### src/hw/rtl/fdc_pkg.sv
// shared types and constants of the fiber direction colorizer
// depends on nothing; imported by fdc_ctrl, fdc_dp and the top level
package fdc_pkg;

    localparam int FDC_COORD_WIDTH     = 20;
    localparam int FDC_COLOR_FRAC_BITS = 15;
    // differences are scaled down until every component is below 2^30
    localparam int FDC_MAG_LIMIT       = 30;

    // points held of the open fiber
    localparam logic [1:0] SEEN_NONE = 2'd0;
    localparam logic [1:0] SEEN_ONE  = 2'd1;
    localparam logic [1:0] SEEN_MANY = 2'd2;

    // which color a pass of the arithmetic produces
    typedef enum logic [1:0] {
        JOB_FWD   = 2'd0,  // pending vertex, now that its successor is known
        JOB_END   = 2'd1,  // last vertex of the fiber
        JOB_FIBER = 2'd2   // whole-fiber global color
    } fdc_job_t;

    typedef struct packed {
        logic       accept;
        fdc_job_t   job;
        logic       res_last;
        logic       diff;
        logic       shift;
        logic       sq_step;
        logic [1:0] sq_sel;
        logic       rt_init;
        logic       rt_step;
        logic       dv_init;
        logic       dv_step;
        logic       emit;
        logic       finish;
    } fdc_cmd_t;

    typedef struct packed {
        logic seen_zero;
        logic big;
        logic out_free;
    } fdc_stat_t;

endpackage

### src/hw/rtl/fdc_ctrl.sv
// sequencer of the fiber direction colorizer
// depends on fdc_pkg; drives fdc_dp through fdc_cmd_t and reads fdc_stat_t
module fdc_ctrl
    import fdc_pkg::*;
#(
    parameter int COORD_WIDTH     = FDC_COORD_WIDTH,
    parameter int COLOR_FRAC_BITS = FDC_COLOR_FRAC_BITS
)
(
    input  logic      clk,
    input  logic      rst_n,
    input  logic      in_valid,
    input  logic      first_point,
    input  logic      last_point,
    output logic      in_stall,
    input  fdc_stat_t stat,
    output fdc_cmd_t  cmd
);

    localparam int SW   = (COORD_WIDTH > FDC_MAG_LIMIT) ? FDC_MAG_LIMIT : COORD_WIDTH;
    localparam int RW   = SW + 1;
    localparam int F    = COLOR_FRAC_BITS;
    localparam int MAXC = (RW > F + 1) ? RW : F + 1;
    localparam int CNTW = $clog2(MAXC);

    typedef enum logic [7:0] {
        ST_IDLE    = 8'b0000_0001,
        ST_DIFF    = 8'b0000_0010,
        ST_SHIFT   = 8'b0000_0100,
        ST_SQUARE  = 8'b0000_1000,
        ST_SQRT    = 8'b0001_0000,
        ST_DIVINIT = 8'b0010_0000,
        ST_DIV     = 8'b0100_0000,
        ST_EMIT    = 8'b1000_0000
    } state_t;

    state_t            state_reg, state_next;
    fdc_job_t          job_reg, job_next;
    logic              last_reg, last_next;
    logic [CNTW-1:0]   cnt_reg, cnt_next;

    assign in_stall = (state_reg != ST_IDLE);

    always_comb
    begin
        state_next = state_reg;
        job_next   = job_reg;
        last_next  = last_reg;
        cnt_next   = cnt_reg;
        cmd        = '0;
        cmd.job    = job_reg;
        unique case (job_reg)
            JOB_FWD:   cmd.res_last = !last_reg;
            JOB_END:   cmd.res_last = 1'b0;
            JOB_FIBER: cmd.res_last = 1'b1;
            default:   cmd.res_last = 1'b1;
        endcase
        unique case (state_reg)
            ST_IDLE:
            begin
                if (in_valid)
                begin
                    cmd.accept = 1'b1;
                    last_next  = last_point;
                    job_next   = JOB_FWD;
                    if (!first_point && !stat.seen_zero)
                        state_next = ST_DIFF;
                end
            end
            ST_DIFF:
            begin
                cmd.diff   = 1'b1;
                state_next = ST_SHIFT;
            end
            ST_SHIFT:
            begin
                if (stat.big)
                    cmd.shift = 1'b1;
                else
                begin
                    cnt_next   = '0;
                    state_next = ST_SQUARE;
                end
            end
            ST_SQUARE:
            begin
                cmd.sq_step = 1'b1;
                cmd.sq_sel  = cnt_reg[1:0];
                if (cnt_reg == CNTW'(2))
                begin
                    cmd.rt_init = 1'b1;
                    cnt_next    = '0;
                    state_next  = ST_SQRT;
                end
                else
                    cnt_next = cnt_reg + 1'b1;
            end
            ST_SQRT:
            begin
                cmd.rt_step = 1'b1;
                if (cnt_reg == CNTW'(RW - 1))
                begin
                    cnt_next   = '0;
                    state_next = ST_DIVINIT;
                end
                else
                    cnt_next = cnt_reg + 1'b1;
            end
            ST_DIVINIT:
            begin
                cmd.dv_init = 1'b1;
                state_next  = ST_DIV;
            end
            ST_DIV:
            begin
                cmd.dv_step = 1'b1;
                if (cnt_reg == CNTW'(F))
                begin
                    cnt_next   = '0;
                    state_next = ST_EMIT;
                end
                else
                    cnt_next = cnt_reg + 1'b1;
            end
            ST_EMIT:
            begin
                if (stat.out_free)
                begin
                    cmd.emit = 1'b1;
                    unique case (job_reg)
                        JOB_FWD:
                        begin
                            if (last_reg)
                            begin
                                job_next   = JOB_END;
                                state_next = ST_DIFF;
                            end
                            else
                            begin
                                cmd.finish = 1'b1;
                                state_next = ST_IDLE;
                            end
                        end
                        JOB_END:
                        begin
                            job_next   = JOB_FIBER;
                            state_next = ST_DIFF;
                        end
                        default:
                        begin
                            cmd.finish = 1'b1;
                            state_next = ST_IDLE;
                        end
                    endcase
                end
            end
            default:
                state_next = ST_IDLE;
        endcase
    end

    always_ff @(posedge clk or negedge rst_n)
    begin
        if (!rst_n)
        begin
            state_reg <= ST_IDLE;
            job_reg   <= JOB_FWD;
            last_reg  <= 1'b0;
            cnt_reg   <= '0;
        end
        else
        begin
            state_reg <= state_next;
            job_reg   <= job_next;
            last_reg  <= last_next;
            cnt_reg   <= cnt_next;
        end
    end

endmodule

### src/hw/rtl/fdc_dp.sv
// datapath of the fiber direction colorizer: fiber points, difference,
// sum of squares, digit-serial square root, three divider lanes, output register
// depends on fdc_pkg; commanded by fdc_ctrl
module fdc_dp
    import fdc_pkg::*;
#(
    parameter int COORD_WIDTH     = FDC_COORD_WIDTH,
    parameter int COLOR_FRAC_BITS = FDC_COLOR_FRAC_BITS
)
(
    input  logic                              clk,
    input  logic                              rst_n,
    input  logic signed [COORD_WIDTH-1:0]     x,
    input  logic signed [COORD_WIDTH-1:0]     y,
    input  logic signed [COORD_WIDTH-1:0]     z,
    input  logic                              first_point,
    input  logic                              last_point,
    input  fdc_cmd_t                          cmd,
    output fdc_stat_t                         stat,
    input  logic                              out_stall,
    output logic                              out_valid,
    output logic                              kind,
    output logic signed [COORD_WIDTH-1:0]     pos_x,
    output logic signed [COORD_WIDTH-1:0]     pos_y,
    output logic signed [COORD_WIDTH-1:0]     pos_z,
    output logic        [COLOR_FRAC_BITS:0]   red,
    output logic        [COLOR_FRAC_BITS:0]   green,
    output logic        [COLOR_FRAC_BITS:0]   blue,
    output logic                              last
);

    localparam int CW  = COORD_WIDTH;
    localparam int F   = COLOR_FRAC_BITS;
    localparam int SW  = (CW > FDC_MAG_LIMIT) ? FDC_MAG_LIMIT : CW;
    localparam int SSW = 2 * SW + 2;
    localparam int RW  = SW + 1;
    localparam int RMW = RW + 2;
    localparam int NW  = SW + F + 1;
    localparam int DRW = RW + 1;
    localparam logic [F:0] COLOR_ONE = {1'b1, {F{1'b0}}};

    typedef logic [2:0][CW-1:0] vec_t;

    vec_t              p_reg, p_next;
    vec_t              older_reg, older_next;
    vec_t              newer_reg, newer_next;
    vec_t              start_reg, start_next;
    logic [1:0]        seen_reg, seen_next;
    vec_t              d_reg, d_next;
    logic [SSW-1:0]    s_reg, s_next;
    logic [RW-1:0]     root_reg, root_next;
    logic [RMW-1:0]    rrem_reg, rrem_next;
    logic [2:0][DRW-1:0] drem_reg, drem_next;
    logic [2:0][F:0]   lo_reg, lo_next;

    logic              out_valid_reg, out_valid_next;
    logic              kind_reg, kind_next;
    vec_t              pos_reg, pos_next;
    logic [2:0][F:0]   col_reg, col_next;
    logic              last_reg, last_next;

    vec_t              in_vec;
    vec_t              a_sel;
    logic [CW-1:0]     d_pick;
    logic [2*SW-1:0]   sq;

    assign in_vec = {z, y, x};

    // first operand of the difference, the second is always the new point
    always_comb
    begin
        unique case (cmd.job)
            JOB_FWD:   a_sel = (seen_reg == SEEN_ONE) ? newer_reg : older_reg;
            JOB_END:   a_sel = newer_reg;
            JOB_FIBER: a_sel = start_reg;
            default:   a_sel = start_reg;
        endcase
    end

    always_comb
    begin
        unique case (cmd.sq_sel)
            2'd0:    d_pick = d_reg[0];
            2'd1:    d_pick = d_reg[1];
            default: d_pick = d_reg[2];
        endcase
    end

    assign sq = d_pick[SW-1:0] * d_pick[SW-1:0];

    // fiber bookkeeping
    always_comb
    begin
        p_next     = p_reg;
        older_next = older_reg;
        newer_next = newer_reg;
        start_next = start_reg;
        seen_next  = seen_reg;
        if (cmd.accept)
            p_next = in_vec;
        if (cmd.accept && first_point)
        begin
            start_next = in_vec;
            newer_next = in_vec;
            older_next = '0;
            seen_next  = last_point ? SEEN_NONE : SEEN_ONE;
        end
        else if (cmd.finish)
        begin
            if (cmd.job == JOB_FIBER)
                seen_next = SEEN_NONE;
            else
            begin
                older_next = newer_reg;
                newer_next = p_reg;
                seen_next  = SEEN_MANY;
            end
        end
    end

    // absolute differences, scaling and sum of squares
    always_comb
    begin
        logic [CW:0] diff;
        d_next = d_reg;
        s_next = s_reg;
        diff   = '0;
        for (int i = 0; i < 3; i++)
        begin
            diff = {a_sel[i][CW-1], a_sel[i]} - {p_reg[i][CW-1], p_reg[i]};
            if (cmd.diff)
                d_next[i] = diff[CW] ? CW'(-diff) : diff[CW-1:0];
            else if (cmd.shift)
                d_next[i] = d_reg[i] >> 1;
        end
        if (cmd.diff)
            s_next = '0;
        else if (cmd.sq_step)
            s_next = s_reg + {2'b00, sq};
        else if (cmd.rt_step)
            s_next = {s_reg[SSW-3:0], 2'b00};
    end

    // square root, one result bit a cycle
    always_comb
    begin
        logic [RW+3:0] cur;
        logic [RW+3:0] trial;
        logic [RW+3:0] rest;
        cur       = {rrem_reg, s_reg[SSW-1 -: 2]};
        trial     = {2'b00, root_reg, 2'b01};
        rest      = cur - trial;
        root_next = root_reg;
        rrem_next = rrem_reg;
        if (cmd.rt_init)
        begin
            root_next = '0;
            rrem_next = '0;
        end
        else if (cmd.rt_step)
        begin
            if (cur >= trial)
            begin
                rrem_next = rest[RMW-1:0];
                root_next = {root_reg[RW-2:0], 1'b1};
            end
            else
            begin
                rrem_next = cur[RMW-1:0];
                root_next = {root_reg[RW-2:0], 1'b0};
            end
        end
    end

    // three restoring divider lanes sharing the root as divisor
    always_comb
    begin
        logic [NW-1:0]  num;
        logic [DRW:0]   cur;
        logic [DRW:0]   rz;
        logic [DRW:0]   rest;
        drem_next = drem_reg;
        lo_next   = lo_reg;
        num       = '0;
        cur       = '0;
        rest      = '0;
        rz        = {{(DRW + 1 - RW){1'b0}}, root_reg};
        for (int i = 0; i < 3; i++)
        begin
            num  = {1'b0, d_reg[i][SW-1:0], {F{1'b0}}} + NW'(root_reg >> 1);
            cur  = {drem_reg[i], lo_reg[i][F]};
            rest = cur - rz;
            if (cmd.dv_init)
            begin
                drem_next[i] = DRW'(num[NW-1:F+1]);
                lo_next[i]   = num[F:0];
            end
            else if (cmd.dv_step)
            begin
                if (cur >= rz)
                begin
                    drem_next[i] = rest[DRW-1:0];
                    lo_next[i]   = {lo_reg[i][F-1:0], 1'b1};
                end
                else
                begin
                    drem_next[i] = cur[DRW-1:0];
                    lo_next[i]   = {lo_reg[i][F-1:0], 1'b0};
                end
            end
        end
    end

    // output register
    always_comb
    begin
        out_valid_next = out_valid_reg;
        kind_next      = kind_reg;
        pos_next       = pos_reg;
        col_next       = col_reg;
        last_next      = last_reg;
        if (out_valid_reg && !out_stall)
            out_valid_next = 1'b0;
        if (cmd.emit)
        begin
            out_valid_next = 1'b1;
            kind_next      = (cmd.job == JOB_FIBER);
            last_next      = cmd.res_last;
            unique case (cmd.job)
                JOB_FWD:   pos_next = newer_reg;
                JOB_END:   pos_next = p_reg;
                default:   pos_next = '0;
            endcase
            for (int i = 0; i < 3; i++)
            begin
                if (root_reg == '0)
                    col_next[i] = '0;
                else if (lo_reg[i] > COLOR_ONE)
                    col_next[i] = COLOR_ONE;
                else
                    col_next[i] = lo_reg[i];
            end
        end
    end

    always_ff @(posedge clk or negedge rst_n)
    begin
        if (!rst_n)
        begin
            seen_reg      <= SEEN_NONE;
            out_valid_reg <= 1'b0;
        end
        else
        begin
            seen_reg      <= seen_next;
            out_valid_reg <= out_valid_next;
        end
    end

    always_ff @(posedge clk)
    begin
        p_reg     <= p_next;
        older_reg <= older_next;
        newer_reg <= newer_next;
        start_reg <= start_next;
        d_reg     <= d_next;
        s_reg     <= s_next;
        root_reg  <= root_next;
        rrem_reg  <= rrem_next;
        drem_reg  <= drem_next;
        lo_reg    <= lo_next;
        kind_reg  <= kind_next;
        pos_reg   <= pos_next;
        col_reg   <= col_next;
        last_reg  <= last_next;
    end

    always_comb
    begin
        stat           = '0;
        stat.seen_zero = (seen_reg == SEEN_NONE);
        stat.out_free  = !out_valid_reg || !out_stall;
        stat.big       = ((d_reg[0] >> FDC_MAG_LIMIT) != '0) ||
                         ((d_reg[1] >> FDC_MAG_LIMIT) != '0) ||
                         ((d_reg[2] >> FDC_MAG_LIMIT) != '0);
    end

    assign out_valid = out_valid_reg;
    assign kind      = kind_reg;
    assign pos_x     = pos_reg[0];
    assign pos_y     = pos_reg[1];
    assign pos_z     = pos_reg[2];
    assign red       = col_reg[0];
    assign green     = col_reg[1];
    assign blue      = col_reg[2];
    assign last      = last_reg;

endmodule

### src/hw/rtl/fiber_direction_colorizer_core.sv
// fiber direction colorizer top level, joins fdc_ctrl and fdc_dp; depends on fdc_pkg
// color pass: difference, scaling shifts, sum of squares, root bits, divider set-up,
// quotient bits, emit; scaling shifts are needed only above COORD_WIDTH 30
// input stalled during each pass; an inner point runs one pass, a last point three
// (vertex, end, fiber), first or stray points none; serial root and divider lanes set the pass
// next item taken once the last result is in the output register; rst_n async low: all empty
module fiber_direction_colorizer_core
    import fdc_pkg::*;
#(
    parameter int COORD_WIDTH     = FDC_COORD_WIDTH,
    parameter int COLOR_FRAC_BITS = FDC_COLOR_FRAC_BITS
)
(
    input  logic                              clk,
    input  logic                              rst_n,
    // point items
    input  logic                              in_valid,
    output logic                              in_stall,
    input  logic signed [COORD_WIDTH-1:0]     x,
    input  logic signed [COORD_WIDTH-1:0]     y,
    input  logic signed [COORD_WIDTH-1:0]     z,
    input  logic                              first_point,
    input  logic                              last_point,
    // colored vertex and fiber color items
    output logic                              out_valid,
    input  logic                              out_stall,
    output logic                              kind,
    output logic signed [COORD_WIDTH-1:0]     pos_x,
    output logic signed [COORD_WIDTH-1:0]     pos_y,
    output logic signed [COORD_WIDTH-1:0]     pos_z,
    output logic        [COLOR_FRAC_BITS:0]   red,
    output logic        [COLOR_FRAC_BITS:0]   green,
    output logic        [COLOR_FRAC_BITS:0]   blue,
    output logic                              last
);

    // full-scale color, 1.0 in the output format
    localparam logic [COLOR_FRAC_BITS:0] COLOR_ONE = {1'b1, {COLOR_FRAC_BITS{1'b0}}};

    fdc_cmd_t  cmd;
    fdc_stat_t stat;

    // sequencer: accepts points, walks each color pass through its steps
    fdc_ctrl #(
        .COORD_WIDTH     (COORD_WIDTH),
        .COLOR_FRAC_BITS (COLOR_FRAC_BITS)
    ) u_ctrl (
        .clk         (clk),
        .rst_n       (rst_n),
        .in_valid    (in_valid),
        .first_point (first_point),
        .last_point  (last_point),
        .in_stall    (in_stall),
        .stat        (stat),
        .cmd         (cmd)
    );

    // fiber state, shared arithmetic and the output register
    fdc_dp #(
        .COORD_WIDTH     (COORD_WIDTH),
        .COLOR_FRAC_BITS (COLOR_FRAC_BITS)
    ) u_dp (
        .clk         (clk),
        .rst_n       (rst_n),
        .x           (x),
        .y           (y),
        .z           (z),
        .first_point (first_point),
        .last_point  (last_point),
        .cmd         (cmd),
        .stat        (stat),
        .out_stall   (out_stall),
        .out_valid   (out_valid),
        .kind        (kind),
        .pos_x       (pos_x),
        .pos_y       (pos_y),
        .pos_z       (pos_z),
        .red         (red),
        .green       (green),
        .blue        (blue),
        .last        (last)
    );

    // a result is never written over one that is still waiting
    a_emit_free: assert property (@(posedge clk) disable iff (!rst_n)
        cmd.emit |-> !(out_valid && out_stall))
        else $error("result loaded while output register held");

    // the fiber color closes its item and carries no position
    a_fiber_item: assert property (@(posedge clk) disable iff (!rst_n)
        (out_valid && kind) |-> (last && pos_x == '0 && pos_y == '0 && pos_z == '0))
        else $error("fiber color item malformed");

    // colors stay within full scale
    a_color_range: assert property (@(posedge clk) disable iff (!rst_n)
        out_valid |-> (red <= COLOR_ONE && green <= COLOR_ONE && blue <= COLOR_ONE))
        else $error("color above full scale");

    // no item is taken while a color pass is under way
    a_busy_stall: assert property (@(posedge clk) disable iff (!rst_n)
        cmd.diff |-> in_stall)
        else $error("input taken during a color pass");

endmodule
### config.mk
export PLATFORM = sky130hd
export DESIGN_NAME = fiber_direction_colorizer_core
export DESIGN_NICKNAME = d
export VERILOG_FILES = /design/src/hw/rtl/fdc_pkg.sv /design/src/hw/rtl/fdc_ctrl.sv /design/src/hw/rtl/fdc_dp.sv /design/src/hw/rtl/fiber_direction_colorizer_core.sv
export SDC_FILE = /design/constraint.sdc
export NUM_CORES = 2
export LEC_CHECK = 0
export BUFFER_PORTS_ARGS = -buffer_cell sky130_fd_sc_hd__buf_2
export CAP_MARGIN = 30
export CORE_ASPECT_RATIO = 0.6
export CORE_UTILIZATION = 40
export DETAILED_ROUTE_END_ITERATION = 8
export PLACE_DENSITY_LB_ADDON = 0.25
export SKIP_CTS_REPAIR_TIMING = 1
export SYNTH_ARGS = -nofsm -noshare
export SYNTH_HDL_FRONTEND = slang
export SYNTH_HIERARCHICAL = 1
export SYNTH_SLANG_ARGS = --single-unit
### constraint.sdc
create_clock -name clk -period 25.7 [get_ports clk]
set_input_delay 1.285 -clock clk [delete_from_list [all_inputs] [get_ports clk]]
set_output_delay 1.285 -clock clk [all_outputs]
set_load 0.02 [all_outputs]
Word level (Yosys, flattened, before mapping)

Cells that the tools add are included.

Bits in registers: 629
Latch bits: 0
Bits in writable memories: 0
Memory bits (read-only): 0
Output and inout port bits: 112
Logic and storage cells: 195
Memories kept: 0

Add/sub/neg operators: 15
Multiply operators: 1
Div/mod/pow operators: 0
Magnitude comparators: 7
Equal/unequal tests: 25
Shift-type cells: 0
Mux-type cells: 75
Bitwise logic cells: 1
Reduce and logical (&&, ||, !) cells: 27

Operators by type and width:

| kind                                         | count |
|---|---|
| two-way mux 20 bit                           | 12 |
| two-way mux 60 bit                           | 4 |
| one-hot mux 60 bit (2 select lines)          | 2 |
| two-way mux 16 bit                           | 9 |
| adder 35 x 20 -> 36 bit                      | 3 |
| two-way mux 42 bit                           | 2 |
| greater-or-equal comparator 23 x 21 -> 1 bit | 3 |
| two-way mux 22 bit                           | 3 |
| subtractor 22 x 21 -> 22 bit                 | 3 |
| one-hot mux 8 bit (8 select lines)           | 1 |
| subtractor 20 x 20 -> 21 bit                 | 3 |
| negation 20 bit                              | 3 |
| > comparator 16 bit, second input constant   | 3 |
| two-way mux 8 bit                            | 6 |
| adder 42 x 40 -> 42 bit                      | 1 |
| multiplier 20 x 20 -> 40 bit                 | 1 |
| one-hot mux 20 bit (2 select lines)          | 1 |
| greater-or-equal comparator 25 x 23 -> 1 bit | 1 |
| two-way mux 23 bit                           | 1 |
| subtractor 23 bit                            | 1 |
| zero test 21 bit                             | 1 |
| one-hot mux 5 bit (4 select lines)           | 1 |
| two-way mux 2 bit                            | 9 |
| two-way mux 1 bit                            | 15 |
| other kinds (34)                             | 62 |

Depth between registers and ports, before layout

Depth in word-level cells: 8
Depth in mapped cells: 36
Mapped depth without buffers: 32

By module

Netlist, hierarchy kept.

By module, submodules not included:

| module   | times used | cells each | area an instance (um^2) | sequential area each (um^2) |
|---|---|---|---|---|
| fdc_dp   | 1          | 5083       | 47996.0                 | 16871.2 |
| fdc_ctrl | 1          | 127        | 1186.1                  | 401.6 |

Worst setup path after synthesis

OpenSTA, ideal clock, no wires.

Kind: register to register
Start point: reg u_ctrl.state_reg[1]
End point: reg u_dp.s_reg[38]
Setup time: 0.062 ns
Arrival time: 8.819 ns
Required time: 25.638 ns
Path slack: 16.819 ns
Stages on the path, launching flop included: 34
Period minus slack after synthesis: 8.881 ns
Cells stage by stage: dfrtp_1 > nor4_4 > nand4b_2 > nor2_1 > clkbuf_1 > mux2i_1 > o21ai_1 > clkbuf_1 > nand2_1 > fa_1 > inv_1 > fa_1 > inv_1 > fa_1 > inv_1 > fa_1 > inv_1 > fa_1 > inv_1 > fa_1 > inv_1 > fa_1 > inv_1 > ha_1 > o21a_1 > o21ai_0 > a21oi_1 > o311a_1 > a21oi_1 > o221ai_1 > a41o_1 > a311o_1 > a21o_1 > nand3_1

RTL lines:

| item                     | line            | text |
|---|---|---|
| start: declaration       | fdc_ctrl.sv:37  | `state_t state_reg, state_next;` |
| start signal: assignment | fdc_ctrl.sv:173 | `state_reg <= state_next;` |
| end signal: assignment   | fdc_dp.sv:267   | `s_reg <= s_next;` |
| end: declaration         | fdc_dp.sv:50    | `logic [SSW-1:0] s_reg, s_next;` |

==> flow_summary.json <==
{
  "status": "finished, final reports clean",
  "clk_latency_ns": 0.69,
  "htree_num_levels": 2,
  "largest_register_ffs": 66,
  "wl_um": 142100,
  "drc": 0,
  "rsz0062_at_grt": "no",
  "ys_seq_area_share_pct": 35.12,
  "worst_pin_slew_ns": 1.045,
  "synth_area_um2": 49180,
  "drv_slew": 0,
  "wl_per_cell_um": 20.38,
  "core_um2": 121800,
  "clock.fmax_ghz": 0.09269,
  "grt_pass1_wl_um": 217900,
  "setup-tns-final_ns": 0,
  "synth_edf_count": 458,
  "hold_class": "register to register",
  "numCtsBuffers": 61,
  "worstSetupStartpointType": "register",
  "cts-root-buf": "clkbuf_16",
  "area_delta_synth_final_pct": 9.751,
  "port_buffers": 177,
  "die_x_um": 454.7,
  "cts_buffer_depth": 3,
  "io_pins": 178,
  "antenna_found_initial": 13,
  "routed_via_density": 5.487,
  "synthCells": 5210,
  "dr_total_vias": 38270,
  "fin_crit_sh_pct": 41.98,
  "cp_common_cell": "inv_1",
  "yosysWarnings": 6,
  "fin_skew_ns": 0.02811,
  "gp_congestion": 0.9501,
  "synth_top_area_share_pct": 27.96,
  "die_height_um": 273.6,
  "post-synth-top-area-cell": "edfxtp_1",
  "min_period_ns": 10.79,
  "drive_above_1_share_pct": 8.052,
  "track_usage_pct": 22.65,
  "grt_pass1_vias": 35760,
  "finalNetCount": 6014,
  "grt_max_degree": 144,
  "avgSynthCellArea_um2": 9.440,
  "drtIter0Drc": 4244,
  "setup_viol": 0,
  "synthArstFlopShare_pct": 3.021,
  "firstDrtPassIters": 5,
  "synth_ff_type": "edfxtp_1",
  "worstPathRequired_ns": 26.23,
  "tritoncts": "built",
  "dp_hpwl_um": 108100,
  "drv_cap": 0,
  "cpPeakStageDelay_ns": 0.72,
  "synth_cell_types": 109,
  "worstPathArrival_ns": 11.32,
  "finalHoldViolations": 0,
  "die-area_um2": 124400,
  "critPathKind": "register to register",
  "path_clk_slew_ns": 0.08,
  "yosys_register_bits": 629,
  "cp_max_fo": 20,
  "rows": 99,
  "fillers": 11690,
  "overflow": 0,
  "antenna_left": 0,
  "yosys-top-cells-area": "edfxtp_1 (28%), fa_1 (14%), ha_1 (8.0%)",
  "synth_nets": 5924,
  "cp-end-kind": "register",
  "slowest_stage": "o21ai_0",
  "slew_headroom_pct": 30.34,
  "clock_sinks": 629,
  "initial_core_util_pct": 40.39
}
==> placed cells by master (no fill, tap or decap), types with 86 or more instances in the layout <==
cell type	n
o21ai_0	234
nand2_1	505
ha_1	316
fa_1	332
edfxtp_1	458
a211oi_1	86
mux2i_1	161
nor2_1	437
xnor2_1	150
buf_2	177
xor2_1	88
dfxtp_1	152
a21oi_1	369
inv_1	741
==> cell families after synthesis <==
kind of cell    after synthesis  synth area share, %
simple gates               1429                13.56
compound gates             1125                14.34
buf+inv                     957                7.390
fa+ha+maj                   648                21.55
flops                       629                35.12
xor+xnor                    238                4.238
mux                         183                3.788
other cells                   1             0.007625
==> layer usage <==
layer	vias to the layer above	global-route usage, %	routed length [µm]
met5	-	0	21
met4	4	3.730	2169
met3	154	5.807	14580
met2	1472	28.78	52630
met1	18630	37.43	72760
li1	18000	-	-
==> layout make-up <==
type | instances | area, µm² | share of cell area, %
Multi-Input combinational cell | 3624 | 28330 | 52.49
Sequential cell | 629 | 17280 | 32.01
Inverter | 753 | 2836 | 5.255
Tap cell | 1616 | 2022 | 3.746
Clock buffer | 74 | 1627 | 3.013
Timing Repair Buffer | 231 | 1311 | 2.429
Clock inverter | 42 | 555.5 | 1.029
Antenna cell | 5 | 12.51 | 0.02318
==> synthesized netlist by cell type (17+ instances only) <==
master      n
buf_1      17
o211ai_1   18
a21o_1     85
dfxtp_1   152
fa_1      332
and3_1     34
nand2b_1   24
o21a_1     49
xnor2_1   150
xor2_1     88
mux2_2     21
ha_1      316
nor2b_1    57
nand3_1    64
a31oi_1    32
nand2_1   507
nand4_1    41
edfxtp_1  458
nor4_1     25
a21oi_1   369
and2_1     55
nor2_1    441
o21bai_1   26
dfrtp_1    18
o21ai_0   238
a311oi_1   20
or3_1      24
nor3_1     71
clkbuf_1  177
o22ai_1    58
a211oi_1   86
inv_1     744
mux2i_1   161
==> worst max-delay path, delay by kind of cell (launching register included) <==
kind | cells | cell delay [ns]
DFF | 1 | 0.48
adders and majority gates | 8 | 3.95
xor gates and xnor gates | 1 | 0.16
AOI/OAI and AO/OA | 10 | 3.34
and+or+nand+nor | 4 | 1.14
muxes | 1 | 0.14
buffers and inverters | 10 | 1.40
==> worst paths after layout <==
check                                                 from                              end  slack [ns]  cells after the start
min                        u_dp/older_reg[44]$_SDFFE_PP0P_  u_dp/older_reg[44]$_SDFFE_PP0P_        0.46                      2
max in group asynchronous                            rst_n    u_ctrl/job_reg[0]$_DFFE_PN0P_       24.75                      1
min reg2reg                u_dp/older_reg[44]$_SDFFE_PP0P_  u_dp/older_reg[44]$_SDFFE_PP0P_        0.46                      2
min in group asynchronous                            rst_n  u_ctrl/state_reg[5]$_DFFE_PN0P_        0.57                      1
max reg2reg                u_ctrl/state_reg[1]$_DFFE_PN0P_      u_dp/s_reg[40]$_SDFFE_PP0P_       14.91                     34
max                        u_ctrl/state_reg[1]$_DFFE_PN0P_      u_dp/s_reg[40]$_SDFFE_PP0P_       14.91                     34
==> per-stage QoR <==
step | std cells | util, % | hold slack (ns) | cell area, µm² | setup slack, ns
after floorplan | 5210 | - | 0.4362 | 49180 | 16.82
after global placement | 6850 | 42.49 | 0.4415 | 51740 | 15.16
after detailed placement | 6852 | 42.52 | 0.4468 | 51780 | 15.30
after CTS | 6968 | 44.31 | 0.4565 | 53960 | 15.25
after global routing | 6973 | 44.33 | 0.4743 | 53980 | 14.53
final | 6974 | 44.33 | 0.4574 | 53980 | 14.91
Power is left out: the tool's default activity adds up to more than one toggle a clock period on the data nets, which glitch-free logic cannot reach.
